===== config.mk =====
export PLATFORM = sky130hd
export DESIGN_NAME = ffha_ctrl
export DESIGN_NICKNAME = d
export VERILOG_FILES = /design/src/hdl/ffha_pkg.sv /design/src/hdl/ffha_ctrl.sv
export SDC_FILE = /design/constraint.sdc
export NUM_CORES = 1
export LEC_CHECK = 0
export BUFFER_PORTS_ARGS = -buffer_cell sky130_fd_sc_hd__clkbuf_2
export CORE_MARGIN = 4
export CORE_UTILIZATION = 43
export CTS_BUF_LIST = sky130_fd_sc_hd__clkbuf_4
export DETAILED_ROUTE_END_ITERATION = 10
export MAX_ROUTING_LAYER = met4
export PLACE_DENSITY = 0.74
export SLEW_MARGIN = 20
export SYNTH_ARGS = -nofsm -noshare
export SYNTH_HDL_FRONTEND = slang
export SYNTH_SLANG_ARGS = --single-unit

===== constraint.sdc =====
create_clock -name clk -period 4.33 [get_ports clk]
set_input_delay 0.6495 -clock clk [delete_from_list [all_inputs] [get_ports clk]]
set_output_delay 0.6495 -clock clk [all_outputs]
set_load 0.05 [all_outputs]

===== src/hdl/ffha_pkg.sv =====
// Shared types, codes and defaults of the first-fit heap allocator.
// No dependencies; every other file takes names from here by scope.
`timescale 1ns / 1ps

package ffha_pkg;

    localparam int MAX_SEGMENTS_DEF = 64;
    localparam int HEADER_BYTES_DEF = 16;
    localparam int DATA_W           = 32;
    localparam int CFG_IDX_W        = 1;

    localparam logic [CFG_IDX_W-1:0] CFG_HEAP_BASE  = 1'd0;
    localparam logic [CFG_IDX_W-1:0] CFG_HEAP_BYTES = 1'd1;

    typedef enum logic [1:0] {
        OP_INIT    = 2'd0,
        OP_ALLOC   = 2'd1,
        OP_RELEASE = 2'd2,
        OP_NONE    = 2'd3
    } op_t;

    typedef enum logic [1:0] {
        ST_OK          = 2'd0,
        ST_NO_FIT      = 2'd1,
        ST_BAD_RELEASE = 2'd2,
        ST_TOO_SMALL   = 2'd3
    } status_t;

    typedef enum logic [3:0] {
        S_IDLE,
        S_INIT,
        S_WALK,
        S_SPLIT_CHK,
        S_GRAB,
        S_SPLIT_NEW,
        S_SPLIT_OLD,
        S_ALLOC_FIN,
        S_REL_CLR,
        S_REL_PREV,
        S_REL_NXT_RD,
        S_REL_NEXT,
        S_DONE
    } state_t;

    typedef enum logic [3:0] {
        CMD_NONE,
        CMD_LOAD,
        CMD_INIT,
        CMD_FAIL,
        CMD_STEP,
        CMD_HIT,
        CMD_SCAN_START,
        CMD_SCAN_INC,
        CMD_GRAB,
        CMD_SPLIT_NEW,
        CMD_SPLIT_OLD,
        CMD_ALLOC_FIN,
        CMD_REL_CLR,
        CMD_MRG_PREV,
        CMD_RD_NEXT,
        CMD_MRG_NEXT
    } cmd_t;

    typedef struct packed {
        cmd_t cmd;
        logic push;
    } ctl_t;

    typedef struct packed {
        op_t  op;
        logic cur_nil;
        logic hit;
        logic can_split;
        logic scan_end;
        logic scan_free;
        logic prev_merge;
        logic next_merge;
        logic out_busy;
    } dp_sts_t;

endpackage


===== src/hdl/ffha_ctrl.sv =====
// Allocator controller: state machine that sequences the datapath.
// Depends on ffha_pkg.
`timescale 1ns / 1ps

module ffha_ctrl (
    input  logic              clk,
    input  logic              rst_n,
    input  logic              in_valid,
    input  ffha_pkg::op_t     in_op,
    output logic              in_ready,
    input  ffha_pkg::dp_sts_t sts,
    output ffha_pkg::ctl_t    ctl
);

    ffha_pkg::state_t state_reg;
    ffha_pkg::state_t state_next;

    always_ff @(posedge clk or negedge rst_n)
    begin
        if (!rst_n)
        begin
            state_reg <= ffha_pkg::S_IDLE;
        end
        else
        begin
            state_reg <= state_next;
        end
    end

    always_comb
    begin
        state_next = state_reg;
        ctl.cmd    = ffha_pkg::CMD_NONE;
        ctl.push   = 1'b0;
        in_ready   = (state_reg == ffha_pkg::S_IDLE);
        unique case (state_reg)
            ffha_pkg::S_IDLE:
            begin
                if (in_valid)
                begin
                    ctl.cmd = ffha_pkg::CMD_LOAD;
                    unique case (in_op)
                        ffha_pkg::OP_INIT:    state_next = ffha_pkg::S_INIT;
                        ffha_pkg::OP_ALLOC:   state_next = ffha_pkg::S_WALK;
                        ffha_pkg::OP_RELEASE: state_next = ffha_pkg::S_WALK;
                        ffha_pkg::OP_NONE:    state_next = ffha_pkg::S_DONE;
                    endcase
                end
            end
            ffha_pkg::S_INIT:
            begin
                ctl.cmd    = ffha_pkg::CMD_INIT;
                state_next = ffha_pkg::S_DONE;
            end
            ffha_pkg::S_WALK:
            begin
                priority if (sts.cur_nil)
                begin
                    ctl.cmd    = ffha_pkg::CMD_FAIL;
                    state_next = ffha_pkg::S_DONE;
                end
                else if (sts.hit)
                begin
                    ctl.cmd    = ffha_pkg::CMD_HIT;
                    state_next = (sts.op == ffha_pkg::OP_ALLOC) ? ffha_pkg::S_SPLIT_CHK
                                                                : ffha_pkg::S_REL_CLR;
                end
                else
                begin
                    ctl.cmd = ffha_pkg::CMD_STEP;
                end
            end
            ffha_pkg::S_SPLIT_CHK:
            begin
                if (sts.can_split)
                begin
                    ctl.cmd    = ffha_pkg::CMD_SCAN_START;
                    state_next = ffha_pkg::S_GRAB;
                end
                else
                begin
                    state_next = ffha_pkg::S_ALLOC_FIN;
                end
            end
            ffha_pkg::S_GRAB:
            begin
                priority if (sts.scan_end)
                begin
                    state_next = ffha_pkg::S_ALLOC_FIN;
                end
                else if (sts.scan_free)
                begin
                    ctl.cmd    = ffha_pkg::CMD_GRAB;
                    state_next = ffha_pkg::S_SPLIT_NEW;
                end
                else
                begin
                    ctl.cmd = ffha_pkg::CMD_SCAN_INC;
                end
            end
            ffha_pkg::S_SPLIT_NEW:
            begin
                ctl.cmd    = ffha_pkg::CMD_SPLIT_NEW;
                state_next = ffha_pkg::S_SPLIT_OLD;
            end
            ffha_pkg::S_SPLIT_OLD:
            begin
                ctl.cmd    = ffha_pkg::CMD_SPLIT_OLD;
                state_next = ffha_pkg::S_ALLOC_FIN;
            end
            ffha_pkg::S_ALLOC_FIN:
            begin
                ctl.cmd    = ffha_pkg::CMD_ALLOC_FIN;
                state_next = ffha_pkg::S_DONE;
            end
            ffha_pkg::S_REL_CLR:
            begin
                ctl.cmd    = ffha_pkg::CMD_REL_CLR;
                state_next = sts.prev_merge ? ffha_pkg::S_REL_PREV : ffha_pkg::S_REL_NXT_RD;
            end
            ffha_pkg::S_REL_PREV:
            begin
                ctl.cmd    = ffha_pkg::CMD_MRG_PREV;
                state_next = ffha_pkg::S_REL_NXT_RD;
            end
            ffha_pkg::S_REL_NXT_RD:
            begin
                ctl.cmd    = ffha_pkg::CMD_RD_NEXT;
                state_next = sts.next_merge ? ffha_pkg::S_REL_NEXT : ffha_pkg::S_DONE;
            end
            ffha_pkg::S_REL_NEXT:
            begin
                ctl.cmd    = ffha_pkg::CMD_MRG_NEXT;
                state_next = ffha_pkg::S_DONE;
            end
            ffha_pkg::S_DONE:
            begin
                if (!sts.out_busy)
                begin
                    ctl.push   = 1'b1;
                    state_next = ffha_pkg::S_IDLE;
                end
            end
            default:
            begin
                state_next = ffha_pkg::S_IDLE;
            end
        endcase
    end

endmodule


# ---- Word level (Yosys, flattened, before mapping)
# Cells that the tools add are included.
dict set report word_totals {
  wordCells 47
  regBits 4
  out_inout_bits 6
  input_bits 15
}
dict set report classes {
  muxes 21
  n_eq_ne 20
  n_reduce_logical 5
}
# operator n
set ops {}
lappend ops {{$pmux 4 s12} 1}
lappend ops {{$pmux 4 s11} 1}
lappend ops {{$mux 4} 9}
lappend ops {{$eq 4x4->1 const B} 5}
lappend ops {{$eq 4x3->1 const B} 4}
lappend ops {{$pmux 4 s3} 1}
lappend ops {{$mux 3} 3}
lappend ops {{$eq 4x2->1 const B} 2}
lappend ops {{$ne 3x3->1 const B} 2}
lappend ops {{$eq 2x1->1 const B} 2}
lappend ops {{$eq 2x2->1 const B} 2}
lappend ops {{$eq 4x1->1 const B} 1}
lappend ops {{$logic_not 4->1} 1}
lappend ops {{$mux 1} 4}
lappend ops {{$mux 2} 2}
lappend ops {{$ne 2x2->1 const B} 2}
lappend ops {{$reduce_and 4->1} 1}
lappend ops {{$reduce_or 3->1} 1}
lappend ops {{$logic_not 2->1} 1}
lappend ops {{$reduce_or 2->1} 1}

# ---- Logic depth before layout (Yosys ltp)
dict set report logic_depth {
  depth_word 5
  depth_mapped 6
  depth_no_buf 6
}

# ---- Least setup slack after synthesis
# Ideal clock, no wire load.
dict set report synth_path {
  path_type {flip-flop to output port}
  start {register state_reg[3]}
  end {output ctl[0] (netlist bit)}
  stages_incl_launch_ff 5
  arrival_time_ns 1.934
  path_buffers 2
  required_ns 3.681
  path_slack_ns 1.746
  cell_sequence {dfrtp_1 > buf_6 > clkbuf_1 > nand2_1 > nor3_1}
}
# element line
set synth_lines {}
lappend synth_lines {{from (decl)} ffha_ctrl.sv:15} ;# ffha_pkg::state_t state_reg;
lappend synth_lines {{from (signal assigned)} ffha_ctrl.sv:22} ;# state_reg <= ffha_pkg::S_IDLE;
lappend synth_lines {{from (signal assigned)} ffha_ctrl.sv:26} ;# state_reg <= state_next;
lappend synth_lines {{to (decl)} ffha_ctrl.sv:12} ;# output ffha_pkg::ctl_t ctl

==> report_table.html <==
<table>
<tr><th>Metric</th><th>Value</th></tr>
<tr><th colspan="2">Synth</th></tr>
<tr><td>Register bit total from synthesis</td><td>4</td></tr>
<tr><td>Top post-synthesis cells by area</td><td>sky130_fd_sc_hd__dfrtp_1 (17%), sky130_fd_sc_hd__nor2_1 (6.8%), sky130_fd_sc_hd__a21oi_1 (5.8%), sky130_fd_sc_hd__nand2_1 (5.6%), sky130_fd_sc_hd__o21ai_0 (5.0%)</td></tr>
<tr><td>Library cell with the largest summed area after synthesis</td><td>sky130_fd_sc_hd__dfrtp_1</td></tr>
<tr><td>Share of synthesized area occupied by flip-flops and latches</td><td>0.1656</td></tr>
<tr><td>Post-synth cell types</td><td>35</td></tr>
<tr><td>Top cell type's share of synthesized area</td><td>0.1656</td></tr>
<tr><td>Average size of a mapped cell</td><td>around 7 µm²</td></tr>
<tr><td>Total of warnings raised by yosys</td><td>0</td></tr>
<tr><td>Total standard cell area after synthesis</td><td>between 600 and 700 µm²</td></tr>
<tr><td>Post-synth net total</td><td>about 110</td></tr>
<tr><td>Cell count after synthesis</td><td>88</td></tr>
<tr><th colspan="2">Flow run</th></tr>
<tr><td>Reported max-cap violation count</td><td>0</td></tr>
<tr><th colspan="2">Routing</th></tr>
<tr><td>Final wirelength</td><td>1564 µm</td></tr>
<tr><td>Number of nets with antenna violations after detailed routing</td><td>0</td></tr>
<tr><td>Total via count in the routed design</td><td>between 600 and 700</td></tr>
<tr><td>Detailed Route Iter0 Violations</td><td>16</td></tr>
<tr><td>TritonRoute pass-1 iters</td><td>4</td></tr>
<tr><td>Wire length per cell</td><td>between 10 and 15 µm</td></tr>
<tr><td>Total DRC errors in the routed layout</td><td>0</td></tr>
<tr><td>Per-cell via count in the routed design</td><td>approximately 5.8</td></tr>
<tr><th colspan="2">Timing</th></tr>
<tr><td>Final setup fails</td><td>0</td></tr>
<tr><td>Slew Viols, Final</td><td>0</td></tr>
<tr><td>Setup Skew</td><td>about 0.0066 ns</td></tr>
<tr><td>Max transition margin</td><td>0.6069</td></tr>
<tr><td>Actual transition at the worst max-transition pin</td><td>around 0.59 ns</td></tr>
<tr><td>Final period demand of the worst path</td><td>approximately 2.7 ns</td></tr>
<tr><td>Final clock period utilization by the worst path</td><td>0.6130</td></tr>
<tr><td>Accumulated negative setup slack</td><td>0 ns</td></tr>
<tr><td>Max frequency</td><td>between 300 and 400 MHz</td></tr>
<tr><td>Final Hold Fails</td><td>0</td></tr>
<tr><td>Setup repair after global routing missed its margin</td><td>no</td></tr>
<tr><th colspan="2">CTS</th></tr>
<tr><td>Total CTS buffers</td><td>3</td></tr>
<tr><td>H-tree levels</td><td>1</td></tr>
<tr><td>Clock tree from TritonCTS</td><td>built</td></tr>
<tr><td>CTS Hold Buffers Added</td><td>0</td></tr>
<tr><td>Clock Sinks</td><td>4</td></tr>
<tr><td>Number of post-CTS setup repair buffers</td><td>0</td></tr>
<tr><td>Clock insertion delay at the later pin of the skew report</td><td>~0.23 ns</td></tr>
<tr><td>Count of cells resized by post-cts repair</td><td>0</td></tr>
<tr><td>Number of buffers between clock root and the deepest sink</td><td>2</td></tr>
<tr><td>Clk slew on worst S/H paths</td><td>around 0.04 ns</td></tr>
<tr><td>Buffer type at the clock tree root</td><td>sky130_fd_sc_hd__clkbuf_4</td></tr>
<tr><th colspan="2">Setup path</th></tr>
<tr><td>Startpoint-to-endpoint class of the critical path</td><td>reg -&gt; out</td></tr>
<tr><td>Worst-path maximum fanout</td><td>17</td></tr>
<tr><td>Category of the worst setup path launch point</td><td>register</td></tr>
<tr><td>Arrival time of data at the critical path endpoint</td><td>2.00 ns</td></tr>
<tr><td>Bufs and invs on worst path</td><td>2</td></tr>
<tr><td>Chain of cells forming the critical path</td><td>inv_6 &gt; nand2_4 &gt; or4_4 &gt; o211ai_1 &gt; clkbuf_2</td></tr>
<tr><td>Maximum single-stage delay on the critical path</td><td>~0.58 ns</td></tr>
<tr><td>Standard cell with the maximum stage delay on the critical path</td><td>sky130_fd_sc_hd__dfrtp_1</td></tr>
<tr><td>Required arrival time at the worst endpoint</td><td>between 3 and 4 ns</td></tr>
<tr><td>Cell family contributing the most delay on the critical path</td><td>simple AND/OR/NAND/NOR gates</td></tr>
<tr><td>Critical Path Sink Type</td><td>output pin</td></tr>
<tr><th colspan="2">Outcome</th></tr>
<tr><td>Outcome</td><td>finished clean</td></tr>
<tr><th colspan="2">GRT</th></tr>
<tr><td>Largest net degree at the start of global routing</td><td>22</td></tr>
<tr><td>Initial antenna violation count</td><td>0</td></tr>
<tr><td>Vias in the first global route</td><td>550</td></tr>
<tr><td>Wire length of the first global-routing pass</td><td>around 2400 µm</td></tr>
<tr><td>GR Overflow Total</td><td>0</td></tr>
<tr><td>Tot GR Track Use</td><td>0.1591</td></tr>
<tr><th colspan="2">Place</th></tr>
<tr><td>Port Buffers</td><td>20</td></tr>
<tr><td>Count of placed standard cells including taps</td><td>between 100 and 150</td></tr>
<tr><td>Final Wtd Congestion</td><td>about 0.9</td></tr>
<tr><td>DP Wirelength</td><td>~1200 µm</td></tr>
<tr><th colspan="2">Finish</th></tr>
<tr><td>Layout overhead on the synthesized area</td><td>16.36%</td></tr>
<tr><td>Flip-flop count of the largest register, all copies and words added</td><td>4</td></tr>
<tr><td>Number of antenna diodes</td><td>0</td></tr>
<tr><td>Final net count</td><td>between 100 and 150</td></tr>
<tr><td>Fraction of layout cells with a size suffix above 1</td><td>0.2885</td></tr>
<tr><td>Final cell count without fillers</td><td>119</td></tr>
<tr><td>Core Util, Final</td><td>0.5337</td></tr>
<tr><th colspan="2">Pwr</th></tr>
<tr><td>VDD IR-drop max</td><td>0.4184 mV</td></tr>
<tr><td>Leakage power</td><td>about 0.34 nW</td></tr>
<tr><td>Switching share of power</td><td>0.6147</td></tr>
<tr><td>Clock network fraction of total power</td><td>0.075</td></tr>
<tr><td>Design internal power</td><td>0.0002336 W</td></tr>
<tr><td>Part of the total power dissipated in sequential elements</td><td>0.225</td></tr>
<tr><td>Reported net switching power</td><td>0.0003726 W</td></tr>
<tr><td>Pwr Density</td><td>862.0 nW/µm²</td></tr>
<tr><td>Part of the total power dissipated in combinational logic</td><td>0.700</td></tr>
<tr><th colspan="2">Floorplan</th></tr>
<tr><td>Die X</td><td>around 45 µm</td></tr>
<tr><td>Core area</td><td>1318 µm²</td></tr>
<tr><td>Number of I/O pins</td><td>21</td></tr>
<tr><td>Starting density of the core</td><td>0.4587</td></tr>
<tr><td>Vertical extent of the die</td><td>between 40 and 50 µm</td></tr>
<tr><td>Floorplan die area</td><td>around 2100 µm²</td></tr>
<tr><td>Rows</td><td>13</td></tr>
<tr><th colspan="2">Hold path</th></tr>
<tr><td>Worst min-delay path category</td><td>in -&gt; async</td></tr>
</table>
==> cells in the mapped netlist <==
library cell	instances
sky130_fd_sc_hd__nor2_1	11
sky130_fd_sc_hd__nand2_1	9
sky130_fd_sc_hd__inv_1	8
sky130_fd_sc_hd__a21oi_1	7
sky130_fd_sc_hd__o21ai_0	6
sky130_fd_sc_hd__a31oi_1	4
sky130_fd_sc_hd__clkbuf_1	4
sky130_fd_sc_hd__dfrtp_1	4
sky130_fd_sc_hd__nand4_1	3
sky130_fd_sc_hd__nor3_1	3
sky130_fd_sc_hd__buf_6	2
sky130_fd_sc_hd__ha_1	2
sky130_fd_sc_hd__nor3b_1	2
sky130_fd_sc_hd__o211ai_1	2
sky130_fd_sc_hd__a211o_1	1
sky130_fd_sc_hd__a21o_1	1
sky130_fd_sc_hd__buf_2	1
sky130_fd_sc_hd__inv_2	1
sky130_fd_sc_hd__inv_6	1
sky130_fd_sc_hd__nand2_4	1
sky130_fd_sc_hd__nand2b_1	1
sky130_fd_sc_hd__nand3_1	1
sky130_fd_sc_hd__nand3b_1	1
sky130_fd_sc_hd__nor2b_1	1
sky130_fd_sc_hd__o2111ai_4	1
sky130_fd_sc_hd__o211ai_2	1
sky130_fd_sc_hd__o21ai_1	1
sky130_fd_sc_hd__o21ai_2	1
sky130_fd_sc_hd__o22a_1	1
sky130_fd_sc_hd__o22ai_1	1
sky130_fd_sc_hd__o31a_1	1
sky130_fd_sc_hd__o32a_1	1
sky130_fd_sc_hd__or3_1	1
sky130_fd_sc_hd__or3b_1	1
sky130_fd_sc_hd__or4_4	1
==> worst reg2reg max path: cells and delay by family, from the launching register on <==
kind / cells / cell delay, ns
AND/OR/NAND/NOR: 2 / 0.60
flip-flops: 1 / 0.58
AO/OA/AOI/OAI: 2 / 0.28
buffers and inverters: 1 / 0.17
==> per-layer routing <==
metal  track usage  part of all wire  wire (µm)  vias to the layer above
met5             -                 0          0                        -
met3       0.04743             0.098        153                        0
met1        0.2123              0.45        705                      307
met2        0.2396              0.45        706                       33
li1              -                 -          -                      349
met4       0.02339                 0          0                        0
==> path summary, 6_finish.rpt <==
kind                                                from                       end  slack (ns)  cells after the start
worst max register to register  state_reg[0]$_DFFE_PN0P_  state_reg[2]$_DFFE_PN0P_        2.57                      5
max in group asynchronous                          rst_n  state_reg[1]$_DFFE_PN0P_        3.99                      1
worst min register to register  state_reg[1]$_DFFE_PN0P_  state_reg[1]$_DFFE_PN0P_        0.88                      2
worst max-delay path            state_reg[0]$_DFFE_PN0P_                    ctl[3]        1.68                      5
worst min-delay path                               rst_n  state_reg[0]$_DFFE_PN0P_        0.21                      1
min in group clk                                  sts[0]  state_reg[3]$_DFFE_PN0P_        0.76                      3
==> power groups by stage <==
stage | combinational, W | clock, W | sequential (W)
2_1_floorplan | 0.000423 | 0 | 0.0000669
5_1_grt | 0.000462 | 0.0000499 | 0.000144
6_report | 0.000424 | 0.0000453 | 0.000137
3_5_place_dp | 0.000422 | 0 | 0.000133
4_1_cts | 0.000424 | 0.0000466 | 0.000135
3_3_place_gp | 0.000420 | 0 | 0.000135
==> stage by stage <==
stage	setup slack, ns	power [W]	hold WS (ns)	cell area (µm²)
3_3_place_gp	1.945	0.0005546	0.4545	680.7
2_1_floorplan	1.746	0.0004895	0.3539	604.3
3_5_place_dp	1.926	0.0005557	0.4562	680.7
5_1_grt	1.504	0.0006562	0.2019	703.2
4_1_cts	1.675	0.0006055	0.2076	703.2
6_report	1.676	0.0006061	0.2120	703.2
==> placed cells by master, fill, tap and decap left out, types with 3 or more instances in the layout <==
| master | n |
|---|---|
| sky130_fd_sc_hd__nor3_1 | 3 |
| sky130_fd_sc_hd__o21ai_0 | 6 |
| sky130_fd_sc_hd__clkbuf_2 | 20 |
| sky130_fd_sc_hd__inv_1 | 8 |
| sky130_fd_sc_hd__clkbuf_4 | 3 |
| sky130_fd_sc_hd__nor2_1 | 11 |
| sky130_fd_sc_hd__a31oi_1 | 4 |
| sky130_fd_sc_hd__dfrtp_1 | 4 |
| sky130_fd_sc_hd__a21oi_1 | 7 |
| sky130_fd_sc_hd__nand2_1 | 9 |
| sky130_fd_sc_hd__nand4_1 | 3 |
==> kinds of logic (layout without fill, tap and decap cells) <==
group | after synthesis | count (layout) | synth area share
AOI/OAI and AO/OA | 29 | 29 | 0.3437
adders and majority gates | 2 | 2 | 0.04140
buffers and inverters | 17 | 33 | 0.1408
and+or+nand+nor | 36 | 36 | 0.3085
DFF | 4 | 4 | 0.1656
==> layout make-up <==
cell class	instances	area [µm²]
fill	133	614.3
multi-input combinational	67	419.2
sequential	4	100.1
timing repair buffer	20	100.1
inverter	10	42.54
clock buffer	3	22.52
tap	15	18.77
Power figures use the tool's default switching activity.
